`config.mk`:
```
export PLATFORM = sky130hd
export DESIGN_NAME = qbi_front
export DESIGN_NICKNAME = d
export VERILOG_FILES = /design/src/rtl/quad_bicubic_interpolator_defines.svh /design/src/rtl/qbi_pkg.sv /design/src/rtl/qbi_front.sv
export SDC_FILE = /design/constraint.sdc
export NUM_CORES = 1
export LEC_CHECK = 0
export BUFFER_PORTS_ARGS = -buffer_cell sky130_fd_sc_hd__buf_4
export CAP_MARGIN = 30
export CORE_MARGIN = 2
export CORE_UTILIZATION = 50
export DETAILED_ROUTE_END_ITERATION = 8
export GPL_TIMING_DRIVEN = 1
export PLACE_DENSITY = 0.78
export SETUP_SLACK_MARGIN = 0.02
export SYNTH_ARGS = -nofsm -noshare
export SYNTH_HDL_FRONTEND = slang
export SYNTH_SLANG_ARGS = --single-unit
```
`constraint.sdc`:
```
create_clock -name clk -period 3.2 [get_ports clk]
set_input_delay 0.16 -clock clk [delete_from_list [all_inputs] [get_ports clk]]
set_output_delay 0.16 -clock clk [all_outputs]
set_load 0.01 [all_outputs]
```
`src/rtl/quad_bicubic_interpolator_defines.svh`:
```
// Assertion macros of the quad bicubic interpolator RTL.
`ifndef QUAD_BICUBIC_INTERPOLATOR_DEFINES_SVH
`define QUAD_BICUBIC_INTERPOLATOR_DEFINES_SVH
`ifndef SYNTH
`define QBI_ASSERT(lbl, clk, rst_n, prop, msg) \
lbl: assert property (@(posedge clk) disable iff (!rst_n) prop) else $error(msg);
`define QBI_ASSERT_NEXT(lbl, clk, rst_n, ante, cons, msg) \
lbl: assert property (@(posedge clk) disable iff (!rst_n) (ante) |=> (cons)) else $error(msg);
`else
`define QBI_ASSERT(lbl, clk, rst_n, prop, msg)
`define QBI_ASSERT_NEXT(lbl, clk, rst_n, ante, cons, msg)
`endif
`endif

```
`src/rtl/qbi_pkg.sv`:
```
// Shared constants and types of the quad bicubic interpolator.
`timescale 1ns / 1ps
package qbi_pkg;
    localparam int COORD_WIDTH_DEF     = 12;
    localparam int VALUE_FRAC_BITS_DEF = 14;
    localparam int GUARD_BITS          = 8;
    localparam int VALUE_WIDTH         = 16;
    localparam int CFG_ADDR_W          = 3;
    localparam int CFG_DATA_W          = 16;
    localparam int VAL_MAX             = 32767;
    localparam int VAL_MIN             = -32768;

    typedef enum logic [CFG_ADDR_W-1:0] {
        REG_LEFT_X,
        REG_TOP_Y,
        REG_RIGHT_X,
        REG_BOTTOM_Y,
        REG_VAL_TL,
        REG_VAL_TR,
        REG_VAL_BR,
        REG_VAL_BL
    } cfg_reg_t;

    typedef struct packed {
        logic signed [VALUE_WIDTH-1:0] tl;
        logic signed [VALUE_WIDTH-1:0] tr;
        logic signed [VALUE_WIDTH-1:0] br;
        logic signed [VALUE_WIDTH-1:0] bl;
    } corners_t;
endpackage

```
`src/rtl/qbi_front.sv`:
```
// Front end: takes pixel transactions, forms dividends and divisors, and queues them.
`timescale 1ns / 1ps
module qbi_front #(
    parameter int COORD_WIDTH = qbi_pkg::COORD_WIDTH_DEF,
    parameter int FRAC_BITS   = qbi_pkg::VALUE_FRAC_BITS_DEF,
    localparam int NW   = COORD_WIDTH + FRAC_BITS + 2,
    localparam int DW   = COORD_WIDTH + 1,
    localparam int ENTW = 2 * (NW + DW + 1) + 1
) (
    input  logic                   clk,
    input  logic                   rst_n,
    input  logic                   in_valid,
    output logic                   in_ready,
    input  logic [COORD_WIDTH-1:0] pixel_x,
    input  logic [COORD_WIDTH-1:0] pixel_y,
    input  logic [COORD_WIDTH-1:0] left_x,
    input  logic [COORD_WIDTH-1:0] top_y,
    input  logic [COORD_WIDTH-1:0] right_x,
    input  logic [COORD_WIDTH-1:0] bottom_y,
    output logic                   q_valid,
    output logic [ENTW-1:0]        q_data,
    input  logic                   q_pop
);
    localparam int SCW = COORD_WIDTH + 1;

    logic signed [SCW-1:0]  dx, dy, w, h;
    logic [COORD_WIDTH-1:0] dx_mag, dy_mag, w_mag, h_mag;
    logic [NW-1:0]          nx, ny;
    logic [DW-1:0]          ddx, ddy;
    logic                   err, push;
    logic [ENTW-1:0]        entry;

    logic [ENTW-1:0] mem [0:1];
    logic            wr_ptr_reg, wr_ptr_next;
    logic            rd_ptr_reg, rd_ptr_next;
    logic [1:0]      count_reg, count_next;

    assign dx = $signed(SCW'(pixel_x)) - $signed(SCW'(left_x));
    assign dy = $signed(SCW'(pixel_y)) - $signed(SCW'(top_y));
    assign w  = $signed(SCW'(right_x)) - $signed(SCW'(left_x));
    assign h  = $signed(SCW'(bottom_y)) - $signed(SCW'(top_y));

    assign dx_mag = dx[SCW-1] ? COORD_WIDTH'(-dx) : COORD_WIDTH'(dx);
    assign dy_mag = dy[SCW-1] ? COORD_WIDTH'(-dy) : COORD_WIDTH'(dy);
    assign w_mag  = w[SCW-1]  ? COORD_WIDTH'(-w)  : COORD_WIDTH'(w);
    assign h_mag  = h[SCW-1]  ? COORD_WIDTH'(-h)  : COORD_WIDTH'(h);

    // Rounded division: quotient of (2n + m) by 2m.
    assign nx  = (NW'(dx_mag) << (FRAC_BITS + 1)) + NW'(w_mag);
    assign ny  = (NW'(dy_mag) << (FRAC_BITS + 1)) + NW'(h_mag);
    assign ddx = {w_mag, 1'b0};
    assign ddy = {h_mag, 1'b0};
    assign err = (w == '0) || (h == '0);

    assign entry = {err, dy[SCW-1] ^ h[SCW-1], ddy, ny, dx[SCW-1] ^ w[SCW-1], ddx, nx};

    assign in_ready = count_reg != 2'd2;
    assign push     = in_valid && in_ready;
    assign q_valid  = count_reg != 2'd0;
    assign q_data   = mem[rd_ptr_reg];

    always_comb
    begin
        wr_ptr_next = push  ? ~wr_ptr_reg : wr_ptr_reg;
        rd_ptr_next = q_pop ? ~rd_ptr_reg : rd_ptr_reg;
        count_next  = count_reg + 2'(push) - 2'(q_pop);
    end

    always_ff @(posedge clk)
    begin
        if (push)
        begin
            mem[wr_ptr_reg] <= entry;
        end
    end

    always_ff @(posedge clk or negedge rst_n)
    begin
        if (!rst_n)
        begin
            wr_ptr_reg <= 1'b0;
            rd_ptr_reg <= 1'b0;
            count_reg  <= 2'd0;
        end
        else
        begin
            wr_ptr_reg <= wr_ptr_next;
            rd_ptr_reg <= rd_ptr_next;
            count_reg  <= count_next;
        end
    end
endmodule

```
# --- Yosys cells after proc, flatten, opt, wreduce, memory -nomap -nowiden ---
# Memories as Yosys holds them, arrays and structs flattened.
# Index checks and enable logic that the tools add are counted.
word_totals:
  ramBits: 166
  in_bits: 76
  reg_bits: 4
  word_cells: 32
  out_inout_bits: 87
  mem_count: 1
memory_table:
  columns: ["name", "depth", "width", "rd", "rd_ports_with_merged_regs", "wr", "line_no", "source"]
  rows:
  - ["mem", 2, 83, 1, 0, 1, "qbi_front.sv:33", "logic [ENTW-1:0] mem [0:1];"]
classes:
  n_reduce_logical: 5
  n_eq_ne: 1
  muxes: 6
  addsub: 12
  n_bitwise: 4
op_table:
  columns: ["cell", "n"]
  rows:
  - ["$add 27x12->28", 2]
  - ["$sub 12x12->13", 4]
  - ["$mux 12", 4]
  - ["$neg 12->12", 4]
  - ["$logic_not 13->1", 2]
  - ["$add 2x1->2", 1]
  - ["$mux 1", 2]
  - ["$ne 2x2->1 const B", 1]
  - ["$not 1->1", 2]
  - ["$reduce_bool 2->1", 1]
  - ["$sub 2x1->2", 1]
  - ["$xor 1x1->1", 2]
  - ["$logic_and 1x1->1", 1]
  - ["$logic_or 1x1->1", 1]

# --- Longest topological paths before layout ---
# Gate-level depths: netlist of the first run.
logic_depth:
  depth_word: 4
  ltp_mapped: 12
  mapped_depth_nobuf: 11

# --- Worst setup path before layout of the first run ---
# Ideal clock, no wire load.
synth_path:
  path_kind: "register -> register"
  startpoint: "register count_reg[1]"
  endpoint: "memory mem[0][15] in the netlist's numbering, enable pin"
  period_less_slack_ns: 3.241
  t_required_ns: 2.740
  arrival_ns: 2.781
  path_buffers: 0
  path_slack_ns: -0.041
  setup_time_ns: 0.460
  stages_incl_launch_ff: 4
  cell_sequence: "dfrtp_1 -> nand2_1 -> nand2_1 -> nor2_1"
synth_via:
  elab_chain_cells: 4
synth_rtl:
  columns: ["item", "line_no", "source"]
  rows:
  - ["start: declaration", "qbi_front.sv:36", "logic [1:0] count_reg, count_next;"]
  - ["start signal: assignment", "qbi_front.sv:89", "count_reg <= count_next;"]
  - ["$ne 2x2->1", "qbi_front.sv:57", "assign in_ready = count_reg != 2'd2;"]
  - ["via in_ready", "qbi_front.sv:13", "output logic in_ready,"]
  - ["$logic_and 1x1->1", "qbi_front.sv:58", "assign push = in_valid && in_ready;"]
  - ["$mux 1", "qbi_front.sv:71", "if (push)"]
  - ["$mux 1 (not written as such)", "qbi_front.sv:73", "mem[wr_ptr_reg] <= entry;"]
  - ["end: declaration", "qbi_front.sv:33", null]
# The timed path passes the listed nets, and every way through them passes these cells.

# --- Final worst setup path of the first run ---
layout_path:
  startpoint: "input port top_y[1]"
  endpoint: "memory mem[1][80] in the netlist's numbering (data pin)"
layout_via:
  elab_chain_cells: 3
layout_rtl:
  columns: ["item", "line_no", "source"]
  rows:
  - ["start: declaration", "qbi_front.sv:17", "input logic [COORD_WIDTH-1:0] top_y,"]
  - ["$sub 12x12->13 *", "qbi_front.sv:41", "assign h = $signed(SCW'(bottom_y)) - $signed(SCW'(top_y));"]
  - ["$neg 12->12", "qbi_front.sv:46", "assign h_mag = h[SCW-1] ? COORD_WIDTH'(-h) : COORD_WIDTH'(h);"]
  - ["$mux 12 *", "qbi_front.sv:46", null]
# Mark *: on every way between the ends. The rest lies on a longest branch, timed or not.

==> results.json, run 1 <==
{
  "drive_above_1_share": 0.303,
  "syn_area_mm2": 0.00728,
  "swShare": 0.339,
  "ant_nets": 0,
  "yosysTopAreaCellShare": 0.421,
  "multi_input_area_mm2": 0.00366,
  "clockBufferDepth": 2,
  "initial_utilization": 0.507,
  "reg2reg_from": "count_reg[1]$_DFF_PN0_",
  "grt_pass1_vias": 5542,
  "final-setup-viol-count": 0,
  "p_leak_uw": 0.00366,
  "status": "completed",
  "dp_hpwl_mm": 13.1,
  "ys.flop_type": "edfxtp_1",
  "clk_latency_ns": 0.35,
  "cts.sinks": 106,
  "endpoint_kind": "flop",
  "finalClockSkew_ns": 0.00767,
  "async_flop_share": 0.0377,
  "worstSetupStartpoint": "top_y[1]",
  "utilization": 0.611,
  "area_growth_pct": 20.5,
  "synth.most_common_cell": "edfxtp_1",
  "ctsHtreeMaxLevel": 3,
  "ctsRootBufferMaster": "clkbuf_16",
  "slew_headroom": 0.490,
  "cp-start-kind": "input port",
  "clock.fmax_mhz": 370,
  "finalSetupTns_ns": 0,
  "dieWidth_um": 125,
  "io_buffer_count": 152,
  "hp-class": "input port to async pin",
  "first_iter_violations": 294,
  "gp_congestion": 0.953,
  "synth_area_leader_cell": "edfxtp_1",
  "wl_per_cell_um": 16.8,
  "rsz0062_at_grt": "no",
  "postSynthAreaPerCell_um2": 11.1,
  "cp.required_ns": 3.28,
  "register_area_mm2": 0.00316,
  "rr_worst_depth": 3,
  "final_hold_viol_count": 0,
  "tightest_slew_ns": 0.765,
  "power_density_mw_per_mm2": 705,
  "setup.worst_path.class": "input port to flop",
  "first_pass_iters": 4,
  "synth_area_leaders": "edfxtp_1 42%, ha_1 9.3%, mux2_2 8.4%, xnor2_1 5.2%, xor2_1 4.0%",
  "grt-ovfl-total": 0,
  "yosys_warnings": 0,
  "internal-power_uw": 4090,
  "numCtsBuffers": 9,
  "core_area_mm2": 0.0144,
  "r2r_end": "mem[1][75]$_DFFE_PP_",
  "reg2reg_setup_slack_ns": 1.32,
  "combPwrFrac": 0.464,
  "wirelength_mm": 16.6,
  "slew_viol_final": 0,
  "synth_edf_count": 102,
  "power_frac_seq": 0.364,
  "ioPinCount": 163,
  "tritoncts": "built",
  "die_h_um": 125,
  "post-route-drc-count": 0,
  "grt_pass1_wl_mm": 27.0,
  "dr_total_vias": 5362,
  "grt_max_degree": 52,
  "num-fill-cells": 1197,
  "ys_types": 65,
  "fin_nets": 932,
  "antenna_found_initial": 0,
  "ys_ff_latch": 106,
  "power.switching_uw": 2090,
  "fp-row-count": 44,
  "min_period_over_period": 0.846,
  "grt_use_total": 0.214,
  "syn_inst": 658,
  "seq_area_frac_synth": 0.434,
  "critPathArrivalTime_ns": 2.79,
  "min_period_ns": 2.71,
  "cts.clk_slew.worst_paths_ns": 0.06,
  "p_clk_frac": 0.172,
  "largest_register_ffs": 102,
  "dieArea_mm2": 0.0155,
  "cap_violations": 0,
  "peakVddDrop_mv": 0.422,
  "vias_per_cell": 5.43,
  "diodes": 0,
  "post_cts_buffers": 0,
  "postCtsResizedCells": 0,
  "critical_path.max_fanout": 4,
  "synth_common_cells": "102 x edfxtp_1, 55 x inv_1, 54 x ha_1, 54 x mux2_2, 43 x xnor2_1"
}
==> stage by stage <==
step,power [uW],instances,worst slack [ns],instance area [um2],hold slack (ns)
3_5_place_dp,5160,969,0.164,8470,-0.0415
2_1_floorplan,4130,667,0.596,7320,-0.136
4_1_cts,6230,987,0.525,8770,0.137
5_1_grt,6530,987,0.206,8770,0.148
6_report,6180,987,0.494,8770,0.158
3_3_place_gp,5100,968,0.206,8470,-0.0432
==> cell families (layout without fill, tap and decap cells) <==
kind of cell	after synthesis	count (layout)	synth area share
muxes	54	54	0.0835
adders and majority gates	58	58	0.104
AOI/OAI and AO/OA	127	127	0.122
and+or+nand+nor	138	138	0.0959
buffers and inverters	98	234	0.0681
DFF	106	106	0.434
other	1	10	0.000515
xor gates and xnor gates	76	76	0.0914
==> per-layer routing <==
layer | GRT usage | wire, um | up-vias
met5 | 0 | 0 | -
met1 | 0.271 | 7370 | 2582
met2 | 0.378 | 8400 | 117
met4 | 0.0800 | 325 | 0
li1 | - | - | 2640
met3 | 0.0236 | 492 | 23
==> cells in the final DEF, fill, tap and decap left out, types with 3 or more instances in the layout <==
master	count
a211o_1	3
a211oi_1	4
a21o_1	6
a21oi_1	37
a221oi_1	3
a31oi_1	11
a41oi_1	3
and2_1	10
and3_1	5
buf_4	161
clkbuf_16	9
clkinv_1	4
conb_1	10
dfrtp_1	3
edfxtp_1	102
fa_1	4
ha_1	54
inv_1	55
mux2_2	54
nand2_1	22
nand3_1	11
nor2_1	37
nor2b_1	11
nor3_1	15
o2111ai_1	4
o21a_1	7
o21ai_0	12
o22ai_1	4
o31a_1	3
o31ai_1	7
or2_2	7
or3_1	3
xnor2_1	43
xor2_1	33
==> how the worst max path moves through the flow <==
stage	end	depth (start not counted)
finish	mem[1][80]$_DFFE_PP_	10
global route	mem[1][80]$_DFFE_PP_	10
CTS	mem[1][80]$_DFFE_PP_	10
detailed placement	mem[1][39]$_DFFE_PP_	13
global placement	mem[0][29]$_DFFE_PP_	10
floorplan	mem[0][67]$_DFFE_PP_	10
==> cell type report <==
type / instances / share of cell area
Clock inverter: 5 / 0.00513
Multi-Input combinational cell: 463 / 0.418
Tap cell: 184 / 0.0262
Timing Repair Buffer: 163 / 0.140
Sequential cell: 106 / 0.361
Inverter: 55 / 0.0235
Clock buffer: 11 / 0.0265
==> worst max-delay path, cell delays in order <==
cell	delay [ns]
buf_4	0.07
inv_1	0.12
ha_1	0.31
nor2b_1	0.21
o21ai_0	0.18
a221oi_1	0.62
o2111ai_1	0.33
a2111oi_2	0.46
a21oi_1	0.15
xor2_1	0.18
==> power by group through the flow <==
stage	Sequential [uW]	Clock (uW)	Combinational (uW)
6_report	2250	1060	2870
5_1_grt	2300	1130	3100
4_1_cts	2260	1080	2900
3_5_place_dp	2290	0	2870
3_3_place_gp	2260	0	2830
2_1_floorplan	2180	0	1950
==> what timing repair did <==
action	4_1_cts	5_1_grt
hold buffers	2	0
hold endpoints to repair	5	0
endpoints found under the setup margin	0	0
Power figures use the tool's default switching activity.
==> run 2: changes to the inputs <==
Settings changed: PLACE_DENSITY 0.78 to 0.75.
Clock period 3.2 ns to 2.8 ns, I/O delays scaled along.
==> results.json, run 2 (synthesis gave the netlist of run 1 again) <==
{
  "status": "completed",
  "final-setup-viol-count": 0,
  "cp.required_ns": 2.88,
  "antenna_found_initial": 0,
  "vias_per_cell": 5.43,
  "postCtsResizedCells": 0,
  "clock.fmax_mhz": 403,
  "whs_ns": 0.134,
  "dr_total_vias": 5410,
  "fin_nets": 942,
  "grt-ovfl-total": 0,
  "r2r_end": "mem[0][35]$_DFFE_PP_",
  "largest_register_ffs": 102,
  "crit_family": "compound AO/OA/AOI/OAI gates",
  "grt_max_degree": 53,
  "setup.worst_path.class": "input port to flop",
  "fp-row-count": 44,
  "clk_latency_ns": 0.34,
  "ioPinCount": 163,
  "multi_input_area_mm2": 0.00366,
  "cts.sinks": 106,
  "slew_viol_final": 0,
  "grt_use_total": 0.215,
  "tightest_slew_ns": 0.709,
  "worstPathCellList": "buf_4 > inv_1 > ha_1 > inv_1 > fa_1 > a21o_2 > a21oi_1 > xnor2_1 > nor2_1 > or4b_1 > o41ai_2 > xnor2_1",
  "final_common_cell": "buf_4",
  "slew_headroom": 0.527,
  "wirelength_mm": 16.5,
  "min_period_over_period": 0.887,
  "diodes": 0,
  "finalSetupTns_ns": 0,
  "rsz0062_at_grt": "no",
  "area_growth_pct": 21.2,
  "cap_violations": 0,
  "first_iter_violations": 316,
  "gp_congestion": 0.900,
  "grt_pass1_vias": 5474,
  "clockBufferDepth": 2,
  "numCtsBuffers": 9,
  "reg2reg_setup_slack_ns": 1.08,
  "p_leak_uw": 0.00370,
  "cp-start-kind": "input port",
  "register_area_mm2": 0.00316,
  "num-fill-cells": 1211,
  "power_density_mw_per_mm2": 790,
  "min_period_ns": 2.48,
  "io_buffer_count": 152,
  "core_area_mm2": 0.0144,
  "peakVddDrop_mv": 0.537,
  "slowest_stage": "or4b_1",
  "post-route-drc-count": 0,
  "dp_hpwl_mm": 13.0,
  "grt_pass1_wl_mm": 26.9,
  "critPathBufInv": 3,
  "critical-path-max-stage-delay_ns": 0.48,
  "finalClockSkew_ns": 0.00454,
  "final_cell_mix": "171 x buf_4, 102 x edfxtp_1, 55 x inv_1",
  "ant_nets": 0,
  "cts.clk_slew.worst_paths_ns": 0.06,
  "initial_utilization": 0.507,
  "ctsRootBufferMaster": "clkbuf_16",
  "dieArea_mm2": 0.0155,
  "wl_per_cell_um": 16.6,
  "rr_worst_depth": 4,
  "dieWidth_um": 125,
  "first_pass_iters": 5,
  "worstSetupStartpoint": "pixel_y[0]",
  "reg2reg_from": "count_reg[1]$_DFF_PN0_",
  "ctsHtreeMaxLevel": 3,
  "power_uw": 6970,
  "hp-class": "input port to async pin",
  "die_h_um": 125,
  "critical_path.max_fanout": 3,
  "tritoncts": "built",
  "final_hold_viol_count": 0,
  "drive_above_1_share": 0.314,
  "critPathArrivalTime_ns": 2.57,
  "endpoint_kind": "flop"
}
run 2: repair_timing:
action / in CTS / in global routing
endpoints found under the hold margin: 5 / 0
setup buffers: 0 / 0
hold buffers: 2 / 0
setup endpoints to repair: 0 / 0
run 2: worst max-delay path by stage:
stage                     cells after the start                    to  slack (ns)
after floorplan                              10  mem[0][67]$_DFFE_PP_        0.22
after global placement                       12  mem[1][82]$_DFFE_PP_        0.02
after detailed placement                     12  mem[1][67]$_DFFE_PP_       -0.03
after CTS                                    12  mem[1][67]$_DFFE_PP_        0.34
after global routing                         12  mem[0][25]$_DFFE_PP_        0.12
final                                        12  mem[1][67]$_DFFE_PP_        0.32
run 2: cell type report:
| class | count | area share |
|---|---|---|
| inverter | 55 | 0.0234 |
| clock inverter | 5 | 0.00255 |
| timing repair buffer | 173 | 0.148 |
| clock buffer | 10 | 0.0260 |
| multi-input combinational | 463 | 0.415 |
| sequential | 106 | 0.359 |
| tap | 184 | 0.0261 |
run 2: power breakdown:
group | switching (uW) | internal, uW
clock | 522 | 587
combinational | 1750 | 1630
sequential | 102 | 2390
total | 2370 | 4600
run 2: per-stage QoR:
stage               instances   util  setup WS, ns  cell area [um2]
floorplan                 667      -         0.216             7320
global placement          979  0.595        0.0177             8550
detailed placement        979  0.595       -0.0256             8550
CTS                       996  0.614         0.338             8820
global route              996  0.614         0.125             8820
finish                    996  0.614         0.317             8820
run 2: layer usage:
metal  GRT usage  part of all wire
met3      0.0301             0.037
met4      0.0760             0.021
met2       0.371              0.50
met1       0.277              0.44
met5           0                 0
==> run 3: changes to the inputs <==
Settings changed: PLACE_DENSITY 0.75 to 0.85.
==> results.json, run 3 (synthesis gave the netlist of run 1 again) <==
{
  "placedInstanceArea_mm2": 0.00862,
  "postCtsResizedCells": 0,
  "gp_congestion": 0.873,
  "critical-path-max-stage-delay_ns": 0.53,
  "worstPathCellList": "buf_4 > inv_1 > ha_1 > inv_1 > fa_1 > a21o_2 > a221oi_1 > o31ai_1 > a21oi_1 > xnor2_1 > o41ai_2 > xnor2_1",
  "grt_pass1_wl_mm": 26.8,
  "vias_per_cell": 5.54,
  "critPathArrivalTime_ns": 2.81,
  "slowest_stage": "a221oi_1",
  "final_common_cell": "buf_4",
  "cap_violations": 0,
  "min_period_over_period": 0.969,
  "diodes": 0,
  "largest_register_ffs": 102,
  "fp-row-count": 44,
  "core_area_mm2": 0.0144,
  "fin_nets": 948,
  "tritoncts": "built",
  "post_cts_buffers": 0,
  "endpoint_kind": "flop",
  "min_period_ns": 2.71,
  "wirelength_mm": 16.7,
  "ctsRootBufferMaster": "clkbuf_16",
  "multi_input_area_mm2": 0.00366,
  "post-route-drc-count": 0,
  "antenna_found_initial": 0,
  "final_hold_viol_count": 0,
  "cts.sinks": 106,
  "clock.fmax_mhz": 369,
  "critPathBufInv": 3,
  "area_growth_pct": 22.6,
  "first_pass_iters": 5,
  "final_cell_mix": "175 x buf_4, 102 x edfxtp_1, 55 x inv_1",
  "reg2reg_setup_slack_ns": 1.11,
  "ant_nets": 0,
  "numCtsBuffers": 9,
  "slew_viol_final": 0,
  "dieWidth_um": 125,
  "drive_above_1_share": 0.319,
  "finalClockSkew_ns": 0.00876,
  "power_density_mw_per_mm2": 803,
  "rsz0062_at_grt": "no",
  "tightest_slew_ns": 0.745,
  "ctsHtreeMaxLevel": 3,
  "final-setup-viol-count": 0,
  "peakVddDrop_mv": 0.522,
  "die_h_um": 125,
  "ioPinCount": 163,
  "critical_path.max_fanout": 3,
  "register_area_mm2": 0.00316,
  "dr_total_vias": 5552,
  "cp.required_ns": 2.89,
  "grt_pass1_vias": 5499,
  "grt-ovfl-total": 0,
  "status": "completed",
  "dieArea_mm2": 0.0155,
  "dp_hpwl_mm": 12.5,
  "cts.clk_slew.worst_paths_ns": 0.07,
  "clockBufferDepth": 2,
  "cp-start-kind": "input port",
  "initial_utilization": 0.507,
  "p_leak_uw": 0.00376,
  "utilization": 0.621,
  "clk_latency_ns": 0.35,
  "slew_headroom": 0.503,
  "setup.worst_path.class": "input port to flop",
  "num-fill-cells": 1138,
  "wl_per_cell_um": 16.6,
  "first_iter_violations": 400,
  "hp-class": "input port to async pin",
  "crit_family": "compound AO/OA/AOI/OAI gates",
  "grt_use_total": 0.215,
  "io_buffer_count": 152,
  "finalSetupTns_ns": 0,
  "design_area_mm2": 0.00893,
  "cts_hold_buffers": 2,
  "grt_max_degree": 53
}
run 3: path summary, 6_finish.rpt:
check | start | endpoint | depth (start not counted)
worst max-delay path | pixel_y[0] | mem[1][67]$_DFFE_PP_ | 12
worst max register to register | count_reg[1]$_DFF_PN0_ | mem[1][69]$_DFFE_PP_ | 3
worst min register to register | count_reg[1]$_DFF_PN0_ | count_reg[1]$_DFF_PN0_ | 1
min in group clk | in_valid | wr_ptr_reg$_DFFE_PN0P_ | 3
max in group asynchronous | rst_n | rd_ptr_reg$_DFFE_PN0P_ | 2
worst min-delay path | rst_n | count_reg[0]$_DFF_PN0_ | 2
run 3: worst register-to-register path, cell delays in order, from the launching register on:
cell and delay, ns:
dfrtp_1 0.40, nand2_1 0.11, and3_2 0.19, buf_4 0.60
run 3: metal layers:
metal | GRT usage | up-vias | wire length, um
met5 | 0 | - | 0
met4 | 0.0773 | 0 | 357
met3 | 0.0344 | 32 | 912
met2 | 0.380 | 200 | 8420
met1 | 0.266 | 2638 | 6980
li1 | - | 2682 | -
run 3: metrics by stage:
stage / worst slack (ns) / power [uW] / instances / hold slack (ns)
6_report: 0.0868 / 7170 / 1003 / 0.160
5_1_grt: 0.0752 / 7560 / 1003 / 0.157
4_1_cts: 0.214 / 7220 / 1003 / 0.110
3_5_place_dp: -0.0398 / 5950 / 985 / -0.0612
3_3_place_gp: 0.0265 / 5860 / 985 / -0.0609
2_1_floorplan: 0.216 / 4720 / 667 / -0.156
run 3: power by group:
group          switching [uW]  internal, uW  leakage, uW  total [uW]
sequential                105          2380     0.000994        2490
clock                     553           692     0.000139        1250
combinational            1770          1660      0.00262        3430
total                    2430          4740      0.00376        7170
run 3: final cells by class:
type,count,share of cell area
Inverter,55,0.0231
Tap cell,184,0.0258
Timing Repair Buffer,179,0.154
Clock buffer,11,0.0261
Multi-Input combinational cell,463,0.411
Clock inverter,5,0.00617
Sequential cell,106,0.354
